===== src/amrr_pkg.sv =====
// Shared types and constants for the alpha mask to region rectangle block.
// Used by the front end, the job queue, the back end and the top level.
`timescale 1ns / 1ps
`default_nettype none

package amrr_pkg;

    localparam int COORD_W     = 13;
    localparam int CFG_INDEX_W = 2;
    localparam int CFG_DATA_W  = 13;
    localparam int QUEUE_DEPTH = 4;

    // Configuration register indexes
    localparam logic [CFG_INDEX_W-1:0] REG_IMAGE_WIDTH  = 2'd0;
    localparam logic [CFG_INDEX_W-1:0] REG_IMAGE_HEIGHT = 2'd1;
    localparam logic [CFG_INDEX_W-1:0] REG_CONVEX_MODE  = 2'd2;

    // Result kinds
    localparam logic KIND_ADD    = 1'b0;
    localparam logic KIND_EXTEND = 1'b1;

    typedef logic [COORD_W-1:0] coord_t;

    typedef struct packed {
        logic   kind;
        coord_t left;
        coord_t top;
        coord_t right;
        coord_t bottom;
    } rect_t;

    // All results caused by one pixel
    typedef struct packed {
        logic [1:0]      count;
        rect_t [1:0]     rect;
    } job_t;

    function automatic rect_t make_rect(input logic kind, input coord_t l, input coord_t t,
                                        input coord_t r, input coord_t b);
        rect_t x;
        x.kind   = kind;
        x.left   = l;
        x.top    = t;
        x.right  = r;
        x.bottom = b;
        return x;
    endfunction

endpackage

`default_nettype wire


===== src/alpha_mask_to_region_rects.sv =====
// Top level of the alpha mask to region rectangle block.
// Instantiates amrr_front, amrr_queue and amrr_back; uses amrr_pkg.
//
// Pixels (alpha bytes, row order, left to right) are accepted one per clock
// while in_ready is high. The front end updates the row and run tracking in
// the cycle a pixel is accepted and files a job of up to two rectangles into
// a four-entry queue; pixels that cause no rectangle take no queue slot. The
// back end delivers one rectangle per clock from a registered output while
// out_ready is high, so a pixel that causes two rectangles gives two output
// transfers, and input ready drops only while the queue is full. There is no
// clearing pass after reset. Configuration writes take effect on the next
// clock and belong between images, with the block idle.
`timescale 1ns / 1ps
`default_nettype none

module alpha_mask_to_region_rects #(
    parameter int MAX_WIDTH  = 4096,
    parameter int MAX_HEIGHT = 4096
) (
    input  wire                               clk,
    input  wire                               rst_n,
    input  wire                               cfg_we,
    input  wire  [amrr_pkg::CFG_INDEX_W-1:0]  cfg_addr,
    input  wire  [amrr_pkg::CFG_DATA_W-1:0]   cfg_wdata,
    input  wire                               in_valid,
    output logic                              in_ready,
    input  wire  [7:0]                        alpha,
    output logic                              out_valid,
    input  wire                               out_ready,
    output logic                              kind,
    output logic [amrr_pkg::COORD_W-1:0]      rect_left,
    output logic [amrr_pkg::COORD_W-1:0]      rect_top,
    output logic [amrr_pkg::COORD_W-1:0]      rect_right,
    output logic [amrr_pkg::COORD_W-1:0]      rect_bottom,
    output logic                              last_of_run
);
    import amrr_pkg::*;

    logic  accept, push, pop, empty, full;
    job_t  push_job, head_job;
    rect_t out_rect;

    assign in_ready = !full;
    assign accept   = in_valid && in_ready;

    amrr_front #(
        .MAX_WIDTH  (MAX_WIDTH),
        .MAX_HEIGHT (MAX_HEIGHT)
    ) u_front (
        .clk       (clk),
        .rst_n     (rst_n),
        .cfg_we    (cfg_we),
        .cfg_addr  (cfg_addr),
        .cfg_wdata (cfg_wdata),
        .accept    (accept),
        .alpha     (alpha),
        .push      (push),
        .push_job  (push_job)
    );

    amrr_queue u_queue (
        .clk      (clk),
        .rst_n    (rst_n),
        .push     (push),
        .push_job (push_job),
        .pop      (pop),
        .head_job (head_job),
        .empty    (empty),
        .full     (full)
    );

    amrr_back u_back (
        .clk       (clk),
        .rst_n     (rst_n),
        .head_job  (head_job),
        .empty     (empty),
        .pop       (pop),
        .out_valid (out_valid),
        .out_ready (out_ready),
        .out_rect  (out_rect),
        .out_last  (last_of_run)
    );

    assign kind        = out_rect.kind;
    assign rect_left   = out_rect.left;
    assign rect_top    = out_rect.top;
    assign rect_right  = out_rect.right;
    assign rect_bottom = out_rect.bottom;

endmodule

`default_nettype wire


===== src/amrr_front.sv =====
// Front end: configuration registers, pixel counters and run tracking.
// Classifies each accepted pixel into a job of zero to two rectangles; uses amrr_pkg.
`timescale 1ns / 1ps
`default_nettype none

module amrr_front #(
    parameter int MAX_WIDTH  = 4096,
    parameter int MAX_HEIGHT = 4096
) (
    input  wire                               clk,
    input  wire                               rst_n,
    input  wire                               cfg_we,
    input  wire  [amrr_pkg::CFG_INDEX_W-1:0]  cfg_addr,
    input  wire  [amrr_pkg::CFG_DATA_W-1:0]   cfg_wdata,
    input  wire                               accept,
    input  wire  [7:0]                        alpha,
    output logic                              push,
    output amrr_pkg::job_t                    push_job
);
    import amrr_pkg::*;

    localparam int DIM_W = 17;
    localparam logic [DIM_W-1:0] MAX_W = DIM_W'(MAX_WIDTH);
    localparam logic [DIM_W-1:0] MAX_H = DIM_W'(MAX_HEIGHT);

    coord_t     image_width_reg, image_height_reg;
    logic       convex_mode_reg;

    coord_t     column_count_reg, column_count_next;
    coord_t     row_count_reg, row_count_next;
    coord_t     row_first_opaque_reg, row_first_opaque_next;
    coord_t     row_last_opaque_end_reg, row_last_opaque_end_next;
    logic       run_open_reg, run_open_next;
    coord_t     open_run_start_reg, open_run_start_next;
    coord_t     held_run_left_reg, held_run_left_next;
    coord_t     held_run_right_reg, held_run_right_next;
    logic [1:0] runs_in_row_reg, runs_in_row_next;
    logic       prev_span_valid_reg, prev_span_valid_next;
    coord_t     prev_span_left_reg, prev_span_left_next;
    coord_t     prev_span_right_reg, prev_span_right_next;
    coord_t     last_rect_top_reg, last_rect_top_next;

    logic [DIM_W-1:0] width_eff, height_eff;

    always_ff @(posedge clk or negedge rst_n)
    begin
        if (!rst_n)
        begin
            image_width_reg  <= COORD_W'(MAX_WIDTH);
            image_height_reg <= COORD_W'(MAX_HEIGHT);
            convex_mode_reg  <= 1'b0;
        end
        else if (cfg_we)
        begin
            case (cfg_addr)
                REG_IMAGE_WIDTH:  image_width_reg  <= cfg_wdata;
                REG_IMAGE_HEIGHT: image_height_reg <= cfg_wdata;
                REG_CONVEX_MODE:  convex_mode_reg  <= cfg_wdata[0];
                default:          ;
            endcase
        end
    end

    // Clamp dimensions to 1..MAX
    always_comb
    begin
        width_eff = DIM_W'(image_width_reg);
        if (width_eff == '0)
            width_eff = DIM_W'(1);
        else if (width_eff > MAX_W)
            width_eff = MAX_W;
        height_eff = DIM_W'(image_height_reg);
        if (height_eff == '0)
            height_eff = DIM_W'(1);
        else if (height_eff > MAX_H)
            height_eff = MAX_H;
    end

    always_comb
    begin
        coord_t           c, y, y1, c1, end_col, l, r;
        logic             convex, opaque;
        logic [DIM_W-1:0] c_wide, y_wide;
        logic [1:0]       cnt;
        rect_t [1:0]      rs;

        c      = column_count_reg;
        y      = row_count_reg;
        y1     = y + COORD_W'(1);
        c1     = c + COORD_W'(1);
        c_wide = DIM_W'(c) + DIM_W'(1);
        y_wide = DIM_W'(y) + DIM_W'(1);
        convex = convex_mode_reg;
        opaque = (alpha != 8'd0);
        cnt    = 2'd0;
        rs     = '0;
        l      = '0;
        r      = '0;

        column_count_next        = column_count_reg;
        row_count_next           = row_count_reg;
        row_first_opaque_next    = row_first_opaque_reg;
        row_last_opaque_end_next = row_last_opaque_end_reg;
        run_open_next            = run_open_reg;
        open_run_start_next      = open_run_start_reg;
        held_run_left_next       = held_run_left_reg;
        held_run_right_next      = held_run_right_reg;
        runs_in_row_next         = runs_in_row_reg;
        prev_span_valid_next     = prev_span_valid_reg;
        prev_span_left_next      = prev_span_left_reg;
        prev_span_right_next     = prev_span_right_reg;
        last_rect_top_next       = last_rect_top_reg;

        // Opaque pixel: open a run if none is open and note the row's opaque end
        if (opaque)
        begin
            if (!run_open_next)
            begin
                run_open_next       = 1'b1;
                open_run_start_next = c;
                if (runs_in_row_next == 2'd0)
                begin
                    row_first_opaque_next = c;
                    runs_in_row_next      = 2'd1;
                end
                else if (runs_in_row_next == 2'd1)
                begin
                    // second run proves the held first run is one of several
                    if (!convex)
                    begin
                        rs[cnt[0]] = make_rect(KIND_ADD, held_run_left_next, y,
                                               held_run_right_next, y1);
                        cnt = cnt + 2'd1;
                    end
                    runs_in_row_next = 2'd2;
                end
            end
            row_last_opaque_end_next = c1;
        end

        // Close an open run at a transparent pixel or at the row end
        end_col = opaque ? c1 : c;
        if (run_open_next && (!opaque || c_wide >= width_eff))
        begin
            run_open_next = 1'b0;
            if (runs_in_row_next == 2'd1)
            begin
                held_run_left_next  = open_run_start_next;
                held_run_right_next = end_col;
            end
            else if (!convex)
            begin
                rs[cnt[0]] = make_rect(KIND_ADD, open_run_start_next, y, end_col, y1);
                cnt = cnt + 2'd1;
            end
        end

        if (c_wide >= width_eff)
        begin
            if (runs_in_row_next == 2'd0 || (runs_in_row_next >= 2'd2 && !convex))
            begin
                prev_span_valid_next = 1'b0;
            end
            else
            begin
                l = convex ? row_first_opaque_next : held_run_left_next;
                r = convex ? row_last_opaque_end_next : held_run_right_next;
                if (prev_span_valid_next && l == prev_span_left_next
                    && r == prev_span_right_next)
                begin
                    rs[cnt[0]] = make_rect(KIND_EXTEND, l, last_rect_top_next, r, y1);
                    cnt = cnt + 2'd1;
                end
                else
                begin
                    rs[cnt[0]] = make_rect(KIND_ADD, l, y, r, y1);
                    cnt = cnt + 2'd1;
                    last_rect_top_next   = y;
                    prev_span_left_next  = l;
                    prev_span_right_next = r;
                    prev_span_valid_next = 1'b1;
                end
            end
            runs_in_row_next  = 2'd0;
            column_count_next = '0;
            row_count_next    = y1;
            // wrap at the last row and forget the span across images
            if (y_wide >= height_eff)
            begin
                row_count_next       = '0;
                prev_span_valid_next = 1'b0;
            end
        end
        else
        begin
            column_count_next = c1;
        end

        push           = accept && (cnt != 2'd0);
        push_job.count = cnt;
        push_job.rect  = rs;
    end

    always_ff @(posedge clk or negedge rst_n)
    begin
        if (!rst_n)
        begin
            column_count_reg        <= '0;
            row_count_reg           <= '0;
            row_first_opaque_reg    <= '0;
            row_last_opaque_end_reg <= '0;
            run_open_reg            <= 1'b0;
            open_run_start_reg      <= '0;
            held_run_left_reg       <= '0;
            held_run_right_reg      <= '0;
            runs_in_row_reg         <= 2'd0;
            prev_span_valid_reg     <= 1'b0;
            prev_span_left_reg      <= '0;
            prev_span_right_reg     <= '0;
            last_rect_top_reg       <= '0;
        end
        else if (accept)
        begin
            column_count_reg        <= column_count_next;
            row_count_reg           <= row_count_next;
            row_first_opaque_reg    <= row_first_opaque_next;
            row_last_opaque_end_reg <= row_last_opaque_end_next;
            run_open_reg            <= run_open_next;
            open_run_start_reg      <= open_run_start_next;
            held_run_left_reg       <= held_run_left_next;
            held_run_right_reg      <= held_run_right_next;
            runs_in_row_reg         <= runs_in_row_next;
            prev_span_valid_reg     <= prev_span_valid_next;
            prev_span_left_reg      <= prev_span_left_next;
            prev_span_right_reg     <= prev_span_right_next;
            last_rect_top_reg       <= last_rect_top_next;
        end
    end

endmodule

`default_nettype wire


===== src/amrr_queue.sv =====
// Short job queue between the front end and the back end.
// Register-based FIFO of amrr_pkg::job_t entries, depth QUEUE_DEPTH.
`timescale 1ns / 1ps
`default_nettype none

module amrr_queue (
    input  wire                clk,
    input  wire                rst_n,
    input  wire                push,
    input  wire amrr_pkg::job_t push_job,
    input  wire                pop,
    output amrr_pkg::job_t     head_job,
    output logic               empty,
    output logic               full
);
    import amrr_pkg::*;

    localparam int PTR_W = $clog2(QUEUE_DEPTH);
    localparam int CNT_W = $clog2(QUEUE_DEPTH + 1);

    job_t              entry_reg [QUEUE_DEPTH];
    logic [PTR_W-1:0]  wr_ptr_reg, wr_ptr_next;
    logic [PTR_W-1:0]  rd_ptr_reg, rd_ptr_next;
    logic [CNT_W-1:0]  count_reg, count_next;
    logic              do_push, do_pop;

    assign empty    = (count_reg == '0);
    assign full     = (count_reg == CNT_W'(QUEUE_DEPTH));
    assign do_push  = push && !full;
    assign do_pop   = pop && !empty;
    assign head_job = entry_reg[rd_ptr_reg];

    always_comb
    begin
        wr_ptr_next = wr_ptr_reg;
        rd_ptr_next = rd_ptr_reg;
        count_next  = count_reg;
        if (do_push)
            wr_ptr_next = (wr_ptr_reg == PTR_W'(QUEUE_DEPTH - 1)) ? '0 : wr_ptr_reg + PTR_W'(1);
        if (do_pop)
            rd_ptr_next = (rd_ptr_reg == PTR_W'(QUEUE_DEPTH - 1)) ? '0 : rd_ptr_reg + PTR_W'(1);
        if (do_push && !do_pop)
            count_next = count_reg + CNT_W'(1);
        else if (do_pop && !do_push)
            count_next = count_reg - CNT_W'(1);
    end

    always_ff @(posedge clk or negedge rst_n)
    begin
        if (!rst_n)
        begin
            wr_ptr_reg <= '0;
            rd_ptr_reg <= '0;
            count_reg  <= '0;
        end
        else
        begin
            wr_ptr_reg <= wr_ptr_next;
            rd_ptr_reg <= rd_ptr_next;
            count_reg  <= count_next;
        end
    end

    always_ff @(posedge clk)
    begin
        if (do_push)
            entry_reg[wr_ptr_reg] <= push_job;
    end

endmodule

`default_nettype wire


===== src/amrr_back.sv =====
// Back end: unpacks queued jobs into single rectangle transactions.
// Holds the output register and a second-result stage; uses amrr_pkg.
`timescale 1ns / 1ps
`default_nettype none

module amrr_back (
    input  wire                clk,
    input  wire                rst_n,
    input  wire amrr_pkg::job_t head_job,
    input  wire                empty,
    output logic               pop,
    output logic               out_valid,
    input  wire                out_ready,
    output amrr_pkg::rect_t    out_rect,
    output logic               out_last
);
    import amrr_pkg::*;

    logic  out_valid_reg, out_valid_next;
    rect_t out_rect_reg, out_rect_next;
    logic  out_last_reg, out_last_next;
    logic  pend_valid_reg, pend_valid_next;
    rect_t pend_rect_reg, pend_rect_next;
    logic  load;

    // Refill the output slot when it is empty or being taken
    assign load = !out_valid_reg || out_ready;

    always_comb
    begin
        out_valid_next  = out_valid_reg;
        out_rect_next   = out_rect_reg;
        out_last_next   = out_last_reg;
        pend_valid_next = pend_valid_reg;
        pend_rect_next  = pend_rect_reg;
        pop             = 1'b0;
        if (load)
        begin
            if (pend_valid_reg)
            begin
                out_valid_next  = 1'b1;
                out_rect_next   = pend_rect_reg;
                out_last_next   = 1'b1;
                pend_valid_next = 1'b0;
            end
            else if (!empty)
            begin
                pop             = 1'b1;
                out_valid_next  = 1'b1;
                out_rect_next   = head_job.rect[0];
                out_last_next   = (head_job.count == 2'd1);
                pend_valid_next = (head_job.count == 2'd2);
                pend_rect_next  = head_job.rect[1];
            end
            else
            begin
                out_valid_next = 1'b0;
            end
        end
    end

    always_ff @(posedge clk or negedge rst_n)
    begin
        if (!rst_n)
        begin
            out_valid_reg  <= 1'b0;
            pend_valid_reg <= 1'b0;
        end
        else
        begin
            out_valid_reg  <= out_valid_next;
            pend_valid_reg <= pend_valid_next;
        end
    end

    always_ff @(posedge clk)
    begin
        out_rect_reg  <= out_rect_next;
        out_last_reg  <= out_last_next;
        pend_rect_reg <= pend_rect_next;
    end

    assign out_valid = out_valid_reg;
    assign out_rect  = out_rect_reg;
    assign out_last  = out_last_reg;

endmodule

`default_nettype wire

===== config.mk =====
export PLATFORM = sky130hd
export DESIGN_NAME = alpha_mask_to_region_rects
export DESIGN_NICKNAME = d
export VERILOG_FILES = /design/src/amrr_pkg.sv /design/src/alpha_mask_to_region_rects.sv /design/src/amrr_front.sv /design/src/amrr_queue.sv /design/src/amrr_back.sv
export SDC_FILE = /design/constraint.sdc
export NUM_CORES = 1
export LEC_CHECK = 0
export BUFFER_PORTS_ARGS = -buffer_cell sky130_fd_sc_hd__buf_2
export CORE_MARGIN = 3
export CORE_UTILIZATION = 50
export DETAILED_ROUTE_END_ITERATION = 10
export GPL_ROUTABILITY_DRIVEN = 0
export HOLD_SLACK_MARGIN = 0.05
export PLACE_DENSITY = 0.66
export SYNTH_ARGS = -nofsm -noshare
export SYNTH_HDL_FRONTEND = slang
export SYNTH_SLANG_ARGS = --single-unit

===== constraint.sdc =====
create_clock -name clk -period 12.7 [get_ports clk]
set_clock_uncertainty 0.1 [all_clocks]
set_input_delay 0.635 -clock clk [delete_from_list [all_inputs] [get_ports clk]]
set_output_delay 0.635 -clock clk [all_outputs]
set_load 0.01 [all_outputs]

# == Word-level counts from Yosys, hierarchy flattened ==
# Memory sizes are Yosys's and may differ from the RTL's.
# Cells that the tools add are included.
# classes
reduce_logical,39
mux,72
bitwise_logic,4
magnitude_cmp,9
n_addsub,10
n_eq_ne,13
# op_table
op,count
two-way mux 106 bit,6
two-way mux 53 bit,8
bitwise mux 106 bit,3
two-way mux 13 bit,17
demux 53 bit (select 1 bit),2
two-way mux 52 bit,1
>= comparator 17 bit,2
two-way mux 17 bit,2
two-way mux 2 bit,16
"adder 13 x 1 -> 14 bit, second input constant",2
"adder 13 x 1 -> 13 bit, second input constant",2
== test 13 bit,2
"> comparator 13 bit, second input constant",2
logical NOT 13 bit,2
two-way mux 1 bit,15
logical AND 1 bit,12
AND reduction 2 bit,5
"adder 2 x 1 -> 2 bit, second input constant",4
"== test 2 x 1 -> 1 bit, second input constant",4
"== test 2 bit, second input constant",4
nonzero test 8 bit,1
logical NOT 1 bit,7
logical NOT 2 bit,3
two-way mux 3 bit,2
other kinds (14),23
# totals
mem_count,1
input_bits,28
ramBits,432
regBits,277
out_inout_bits,56
# memory_table
memory,depth,width,read_ports,rd_clocked_by_memory_dff,wr,line,text
u_queue.entry_reg,4,108,1,0,1,amrr_queue.sv:21,job_t entry_reg [QUEUE_DEPTH];

# == Longest topological paths before layout ==
# Gate-level depths: netlist of the first run.
# logic_depth
depth_word,19
ltp_mapped,21
ltp_nobuf,21

# == Modules after synthesis ==
# Synthesis of the first run repeated with hierarchy kept, for this count alone.
# hier_totals
cells_unflattened,2152
hier_area_um2,31657.9
# by_module_without_submodules
module,area_each_um2,cells_each,instances
amrr_queue,16064.2,601,1
amrr_front,11599.9,1370,1
amrr_back,3983.8,179,1
alpha_mask_to_region_rects,10.0,2,1

# == Least setup slack after synthesis of the first run ==
# Ideal clock, no wire load.
# synth_timing
kind,reg2reg
startpoint,reg u_front.column_count_reg[0]
endpoint,mem u_queue.entry_reg[0][0] (netlist bit) (enable)
path_slack_ps,5928
setup_ps,479
path_buffers,1
arrival_time_ps,6193
stages_incl_launch_ff,16
path_cell_list,dfrtp_1 -> ha_1 -> nand4_1 -> or4_1 -> xor2_1 -> inv_1 -> ha_1 -> nand4_1 -> nor4_1 -> nor3_1 -> and3_1 -> clkbuf_1 -> nor3_1 -> nand3_1 -> a21oi_1 -> and2_1
# synth_via
elab_chain_len,13
# synth_lines
item,line,text
"start, declared",amrr_front.sv:29,"coord_t column_count_reg, column_count_next;"
"start signal, assigned",amrr_front.sv:224,column_count_reg <= column_count_next;
adder 13 x 1 -> 14 bit (*),amrr_front.sv:91,c_wide = DIM_W'(c) + DIM_W'(1);
>= comparator 17 bit (*),"amrr_front.sv:143, amrr_front.sv:158",
logical OR 1 bit,amrr_front.sv:143,if (run_open_next && (!opaque || c_wide >= width_eff))
logical AND 1 bit,amrr_front.sv:143,
two-way mux 2 bit,amrr_front.sv:143,
adder 2 x 1 -> 2 bit,"amrr_front.sv:172, amrr_front.sv:177",
two-way mux 2 bit,amrr_front.sv:160,if (runs_in_row_next == 2'd0 || (runs_in_row_next >= 2'd2 && !convex))
two-way mux 2 bit (*),amrr_front.sv:158,if (c_wide >= width_eff)
nonzero test 2 bit (*),amrr_front.sv:199,push = accept && (cnt != 2'd0);
logical AND 1 bit (*),amrr_front.sv:199,
logical AND 1 bit (*),amrr_queue.sv:29,assign do_push = push && !full;
via u_queue.do_push,amrr_queue.sv:25,"logic do_push, do_pop;"
two-way mux 1 bit (*),amrr_queue.sv:66,if (do_push)
two-way mux 1 bit (implied by the code) (*),amrr_queue.sv:67,entry_reg[wr_ptr_reg] <= push_job;
"end, declared",amrr_queue.sv:21,
# The timed path passes the listed nets; every way through them passes the cells marked *.

==> results of run 1 <==
[metrics by stage]
stage                     std cells  setup slack (ns)  hold WS, ns
final                          3313             4.596      0.04523
after global routing           3313             4.260       0.1241
after CTS                      3313             4.864      0.06222
after detailed placement       3174             4.889       0.3702
after global placement         3174             5.206       0.3647
after floorplan                2362             5.928       0.2394
[power groups by stage]
| stage | clock network (W) | registers, W | logic (W) |
|---|---|---|---|
| final | 0.00220 | 0.00323 | 0.00219 |
| after global routing | 0.00233 | 0.00327 | 0.00234 |
| after CTS | 0.00223 | 0.00323 | 0.00216 |
| after detailed placement | 0 | 0.00327 | 0.00215 |
| after global placement | 0 | 0.00326 | 0.00212 |
| after floorplan | 0 | 0.00314 | 0.00153 |
[worst max-delay path: cells and delay by family (launching register included)]
kind / cells / cell delay [ns]
compound gates: 3 / 1.00
simple gates: 8 / 4.09
mux: 1 / 0.58
fa+ha+maj: 2 / 0.70
xor+xnor: 1 / 0.24
flops: 1 / 0.71
buf+inv: 2 / 0.37
[path summary, 6_finish.rpt]
check                                                                from                                        endpoint
setup / recovery                  u_front.column_count_reg[0]$_DFFE_PN0P_              u_queue.entry_reg[1][28]$_DFFE_PP_
hold / removal                                                      rst_n     u_front.row_first_opaque_reg[8]$_DFFE_PN0P_
setup reg to reg                  u_front.column_count_reg[0]$_DFFE_PN0P_              u_queue.entry_reg[1][28]$_DFFE_PP_
hold reg to reg            u_front.row_last_opaque_end_reg[5]$_DFFE_PN0P_  u_front.row_last_opaque_end_reg[5]$_DFFE_PN0P_
max in group asynchronous                                           rst_n               u_queue.rd_ptr_reg[1]$_DFFE_PN0P_
min in group clk                                             cfg_wdata[4]          u_front.image_width_reg[4]$_DFFE_PN0P_
[final cells by class]
type	count	area (sq um)
Fill cell	5193	28120
Sequential cell	709	20450
Multi-Input combinational cell	1411	11320
Clock buffer	106	2077
Tap cell	855	1070
Timing Repair Buffer	130	774.5
Clock inverter	33	392.9
Inverter	69	259.0
[metal layers]
metal	routed length (um)	track usage	vias up
met2	37830	0.3688	1149
met3	8924	0.07098	251
met4	3380	0.09655	2
met1	36030	0.3624	10750
li1	-	-	9275
met5	13	0	-
[placed cells by master, fill, tap and decap left out, types with 10 or more instances in the layout]
master     Yosys  final
a211oi_1      17     16
a21oi_1       55     54
a31oi_1       27     26
a32o_1        16     16
a32oi_1       27     27
a41oi_1       14     14
and3_1        38     38
buf_2          9     82
buf_4          5     47
clkbuf_1     135     26
clkbuf_16      0     78
clkinv_1       0     10
dfrtp_1      168    165
edfxtp_1     539    539
ha_1          38     38
inv_1         69     69
mux2_2       110    110
mux2_4        10     10
mux2i_1       30     30
mux4_2       108    108
nand2_1      214    214
nand3_1       23     23
nand4_1       17     17
nor2_1       103    101
nor2b_1       20     20
nor3_1        25     23
nor4_1        53     53
o21ai_0      154    154
o21ai_1       20     20
o221ai_1      17     17
o22ai_1       26     26
o31ai_1       29     29
xnor2_1       43     43
xor2_1        15     15
[logic make-up after synthesis]
logic type / synth area share
AOI/OAI and AO/OA: 0.1051
xor gates and xnor gates: 0.01694
adders and majority gates: 0.01518
buffers and inverters: 0.02879
DFF: 0.6263
muxes: 0.1263
and+or+nand+nor: 0.08138
==> qor.csv, run 1 <==
stage;metric;value;unit
status;failing checks;max-capacitance violations, max-slew violations;
cts;Clock transition at path regs;0.06;ns
yosys;most common library cells after synthesis;539 x edfxtp_1, 214 x nand2_1, 168 x dfrtp_1, 154 x o21ai_0, 135 x clkbuf_1;
yosys;post-synthesis sequential area ratio;0.6263;
yosys;number of synthesized register bits;709;
place;number of port buffers;83;
setup_path;Setup crit start kind;flop;
yosys;synth top area cells;edfxtp_1 50%, dfrtp_1 13%, mux4_2 7.5%;
cts;root buf cell;clkbuf_16;
yosys;Top FF cell, synth;edfxtp_1;
global_routing;Total GRT Usage;0.2528;
setup_path;endpoint class of the critical path;flop;
setup_path;depth of the most critical reg-to-reg path;17;
power;Clk network pwr share;0.288;
yosys;synthesized area;0.03264;sq mm
setup_path;R2R Setup Slk;4.60;ns
yosys;asr flop ratio synth;0.2398;
power;Gate power share;0.288;
power;Switching Fraction;0.3318;
die;die width;261.5;um
power;Seq pwr share;0.424;
die;die height;261.5;um
yosys;Post-Syn Instances;2362;
worst_hold_path;Hold Crit Class;input port to asynchronous set/reset pin;
cells_and_area;layout cells sized above 1;0.2046;
routing;Detailed Route WL;86.18;mm
yosys;number of synthesis warnings;0;
cells_and_area;design area;0.03635;sq mm
setup_path;worst path arrival time;8.36;ns
routing;vias;21430;
setup_path;worst path cell trace;ha_1, nand4_1, or4_1, xor2_1, inv_1, ha_1, nand4_1, nor4_1, nor3_1, a31oi_1, nand2_1, a211oi_1, a2111o_1, buf_4, nor3_2, nand4_2, mux2_2;
cts;post_cts resized;0;
power;Pwr Total;0.007621;W
setup_path;CP Max Fanout;39;
cells_and_area;area grow syn2layout;11.37;%
power;Switching Power;0.002529;W
setup_path;slowest CP cell;nor3_2;
cts;Worst-Skew Late Latency;0.64;ns
cells_and_area;max reg flops;432;
routing;remaining antenna violation count;0;
yosys;Synth top area share;0.4959;
die;Starting Density;0.5063;
routing;post-DR wirelength/cell;26.01;um
die;Rows;93;
cells_and_area;Nets;2464;
yosys;cell taking the most area after synthesis;edfxtp_1;
cells_and_area;Antenna diodes;0;
power;Lkg Pwr;12.82;nW
timing;final hold viol count;0;
place;Post-Place Cell Area;0.03388;sq mm
cts;Max clock buf depth;3;
timing;Tmin final;8.104;ns
status;status;finished with violations;
timing;f_max;123.4;MHz
yosys;Post-synth EDFFs;539;
power;Peak VDD IR;113.7;uV
yosys;Syn Area/Cell;13.82;sq um
cts;total CTS buffers;76;
timing;Final period util;0.6381;
global_routing;largest net degree at the start of global routing;98;
setup_path;CP Class;flop to flop;
power;PD cells;209.7;mW/mm^2
cts;Hold Buf Count CTS;0;
timing;worst rel slew slack;-0.0004296;
global_routing;first-pass GRT wire length;130.1;mm
routing;DRC viols;0;
global_routing;initial antenna violation count;2;
routing;initial drt markers;2843;
routing;mean number of vias per cell;6.467;
global_routing;gr ovfl total;0;
cts;H-tree Lvls;3;
cts;Post-CTS Setup Inserts;0;
place;DP HPWL;55.47;mm
die;CORE AREA;0.06446;sq mm
timing;Setup Viol. Count Final;0;
routing;first-pass iteration count of the detailed router;7;
die;Die ar.;0.06838;sq mm
timing;final setup TNS;0;ns
yosys;top-count cell post-synth;edfxtp_1;
timing;RSZ-0062 raised after global routing;no;
die;number of I/O pins;84;
power;P_int;0.005092;W
setup_path;CP max stage delay;0.88;ns
setup_path;CP Data Required Time;12.95;ns
timing;Slew Limit Fails;1;
cells_and_area;final core occ;0.5639;
timing;Worst-Margin Slew;1.489;ns
global_routing;vias in the first global route;20860;
yosys;Syn Nets;2429;
job;total of max-cap violations;1;
cts;CTS tree;done;
cts;Sink Count;709;
yosys;Unique masters post-synth;91;
Power figures use the tool's default switching activity.
==> run 2, diff against run 1 <==
- PLACE_DENSITY: 0.66 -> 0.69
- clock period: 12.7 -> 7.3 ns (I/O delays scaled with it)
==> qor.csv, run 2 (synthesis gave the netlist of run 1 again) <==
stage;metric;value;unit
cells_and_area;layout cells sized above 1;0.2125;
timing;Final period util;0.9300;
global_routing;initial antenna violation count;0;
die;Rows;93;
timing;Slew Limit Fails;0;
timing;f_max;147.3;MHz
timing;Hold Slack;0.08234;ns
cts;H-tree Lvls;3;
timing;final hold viol count;0;
setup_path;CP Class;flop to flop;
cts;Sink Count;709;
setup_path;Setup crit start kind;flop;
power;PD cells;360.9;mW/mm^2
timing;RSZ-0062 raised after global routing;no;
power;Peak VDD IR;375.0;uV
status;status;finished, final reports clean;
routing;mean number of vias per cell;6.506;
timing;final setup TNS;0;ns
cells_and_area;Filler Cells Inserted;4985;
cells_and_area;max reg flops;432;
global_routing;largest net degree at the start of global routing;112;
routing;remaining antenna violation count;0;
routing;vias;21760;
die;number of I/O pins;84;
setup_path;CP Max Fanout;54;
cts;Clock transition at path regs;0.06;ns
global_routing;gr ovfl total;0;
place;number of port buffers;83;
setup_path;endpoint class of the critical path;flop;
global_routing;first-pass GRT wire length;131.2;mm
setup_path;CP Data Required Time;7.52;ns
cts;CTS tree;done;
cts;total CTS buffers;75;
cts;Max clock buf depth;3;
timing;Setup Viol. Count Final;0;
routing;post-DR wirelength/cell;25.82;um
power;Lkg Pwr;13.02;nW
place;Post-Place Cell Area;0.03409;sq mm
routing;DRC viols;0;
setup_path;worst path arrival time;7.01;ns
die;Die ar.;0.06838;sq mm
global_routing;Total GRT Usage;0.2537;
timing;worst rel slew slack;0.06628;
timing;Worst-Margin Slew;1.390;ns
die;CORE AREA;0.06446;sq mm
cells_and_area;Nets;2495;
die;die width;261.5;um
setup_path;R2R Setup Slk;0.51;ns
global_routing;vias in the first global route;21450;
routing;first-pass iteration count of the detailed router;9;
timing;Tmin final;6.789;ns
cells_and_area;commonest cells after routing, fill and taps aside;539 x edfxtp_1, 214 x nand2_1, 165 x dfrtp_1;
cells_and_area;Antenna diodes;0;
place;DP HPWL;55.80;mm
cts;root buf cell;clkbuf_16;
cts;Post-CTS Setup Inserts;0;
die;Starting Density;0.5063;
routing;initial drt markers;3151;
cells_and_area;area grow syn2layout;12.59;%
routing;Detailed Route WL;86.34;mm
cells_and_area;design area;0.03675;sq mm
cts;Worst-Skew Late Latency;0.63;ns
cells_and_area;most common cell after layout, fill and taps aside;edfxtp_1;
worst_hold_path;Hold Crit Class;input port to flop;
job;total of max-cap violations;0;
die;die height;261.5;um
==> run 2: path summary, 6_finish.rpt <==
check | startpoint | to | cells after the start
min in group asynchronous | rst_n | u_back.out_valid$_DFFE_PN0P_ | 2
hold reg to reg | u_front.open_run_start_reg[1]$_DFFE_PN0P_ | u_front.open_run_start_reg[1]$_DFFE_PN0P_ | 2
setup reg to reg | u_front.column_count_reg[1]$_DFFE_PN0P_ | u_queue.entry_reg[2][80]$_DFFE_PP_ | 18
max in group asynchronous | rst_n | u_front.image_height_reg[8]$_DFFE_PN0P_ | 3
hold / removal | cfg_addr[1] | u_front.image_width_reg[12]$_DFFE_PN1P_ | 4
setup / recovery | u_front.column_count_reg[1]$_DFFE_PN0P_ | u_queue.entry_reg[2][80]$_DFFE_PP_ | 18
==> run 2: what timing repair did <==
action / 4_1_cts / 5_1_grt
endpoints found under the setup margin: 0 / 90
endpoints found under the hold margin: 62 / 0
gates resized for setup: 0 / 3
hold buffers: 16 / 0
==> run 2: cell type report <==
cell class / count / area (sq um) / share of cell area
Clock buffer: 105 / 2143 / 0.05833
Clock inverter: 33 / 340.3 / 0.009261
Inverter: 69 / 259.0 / 0.007048
Multi-Input combinational cell: 1411 / 11320 / 0.3082
Sequential cell: 709 / 20450 / 0.5565
Tap cell: 855 / 1070 / 0.02911
Timing Repair Buffer: 162 / 1159 / 0.03153
==> run 2: worst max-delay path, stage by stage (launching register included) <==
cell and delay [ns]:
dfrtp_1 0.54, ha_1 0.37, nand4_1 0.20, or4_1 0.51
xor2_1 0.23, inv_1 0.09, ha_1 0.30, nand4_1 0.30
nor4_1 0.11, nor3_2 0.49, o211ai_1 0.34, nand2_1 0.58
mux2i_1 0.25, a41oi_1 0.23, nor4b_4 0.46, buf_4 0.59
and4_1 0.31, buf_4 0.26, o21ai_0 0.21
==> run 2: metal layers <==
layer  GRT usage  part of all wire
met1      0.3547              0.39
met2      0.3753              0.45
met3     0.07456              0.12
met4      0.1015             0.045
met5           0                 0
==> run 2: metrics by stage <==
| step | power (W) | setup WS, ns | util | std cells |
|---|---|---|---|---|
| after floorplan | 0.008124 | 0.5279 | - | 2362 |
| after global placement | 0.009357 | 0.6634 | 0.5287 | 3190 |
| after detailed placement | 0.009435 | 0.4445 | 0.5287 | 3190 |
| after CTS | 0.01326 | 0.4351 | 0.5698 | 3344 |
| after global routing | 0.01382 | 0.1127 | 0.5700 | 3344 |
| final | 0.01326 | 0.5111 | 0.5700 | 3344 |
==> run 2: power by group <==
part | switching (W) | total (W) | internal [W]
Sequential | 0.000495 | 0.00556 | 0.00506
Combinational | 0.00235 | 0.00391 | 0.00156
Clock | 0.00155 | 0.00380 | 0.00224
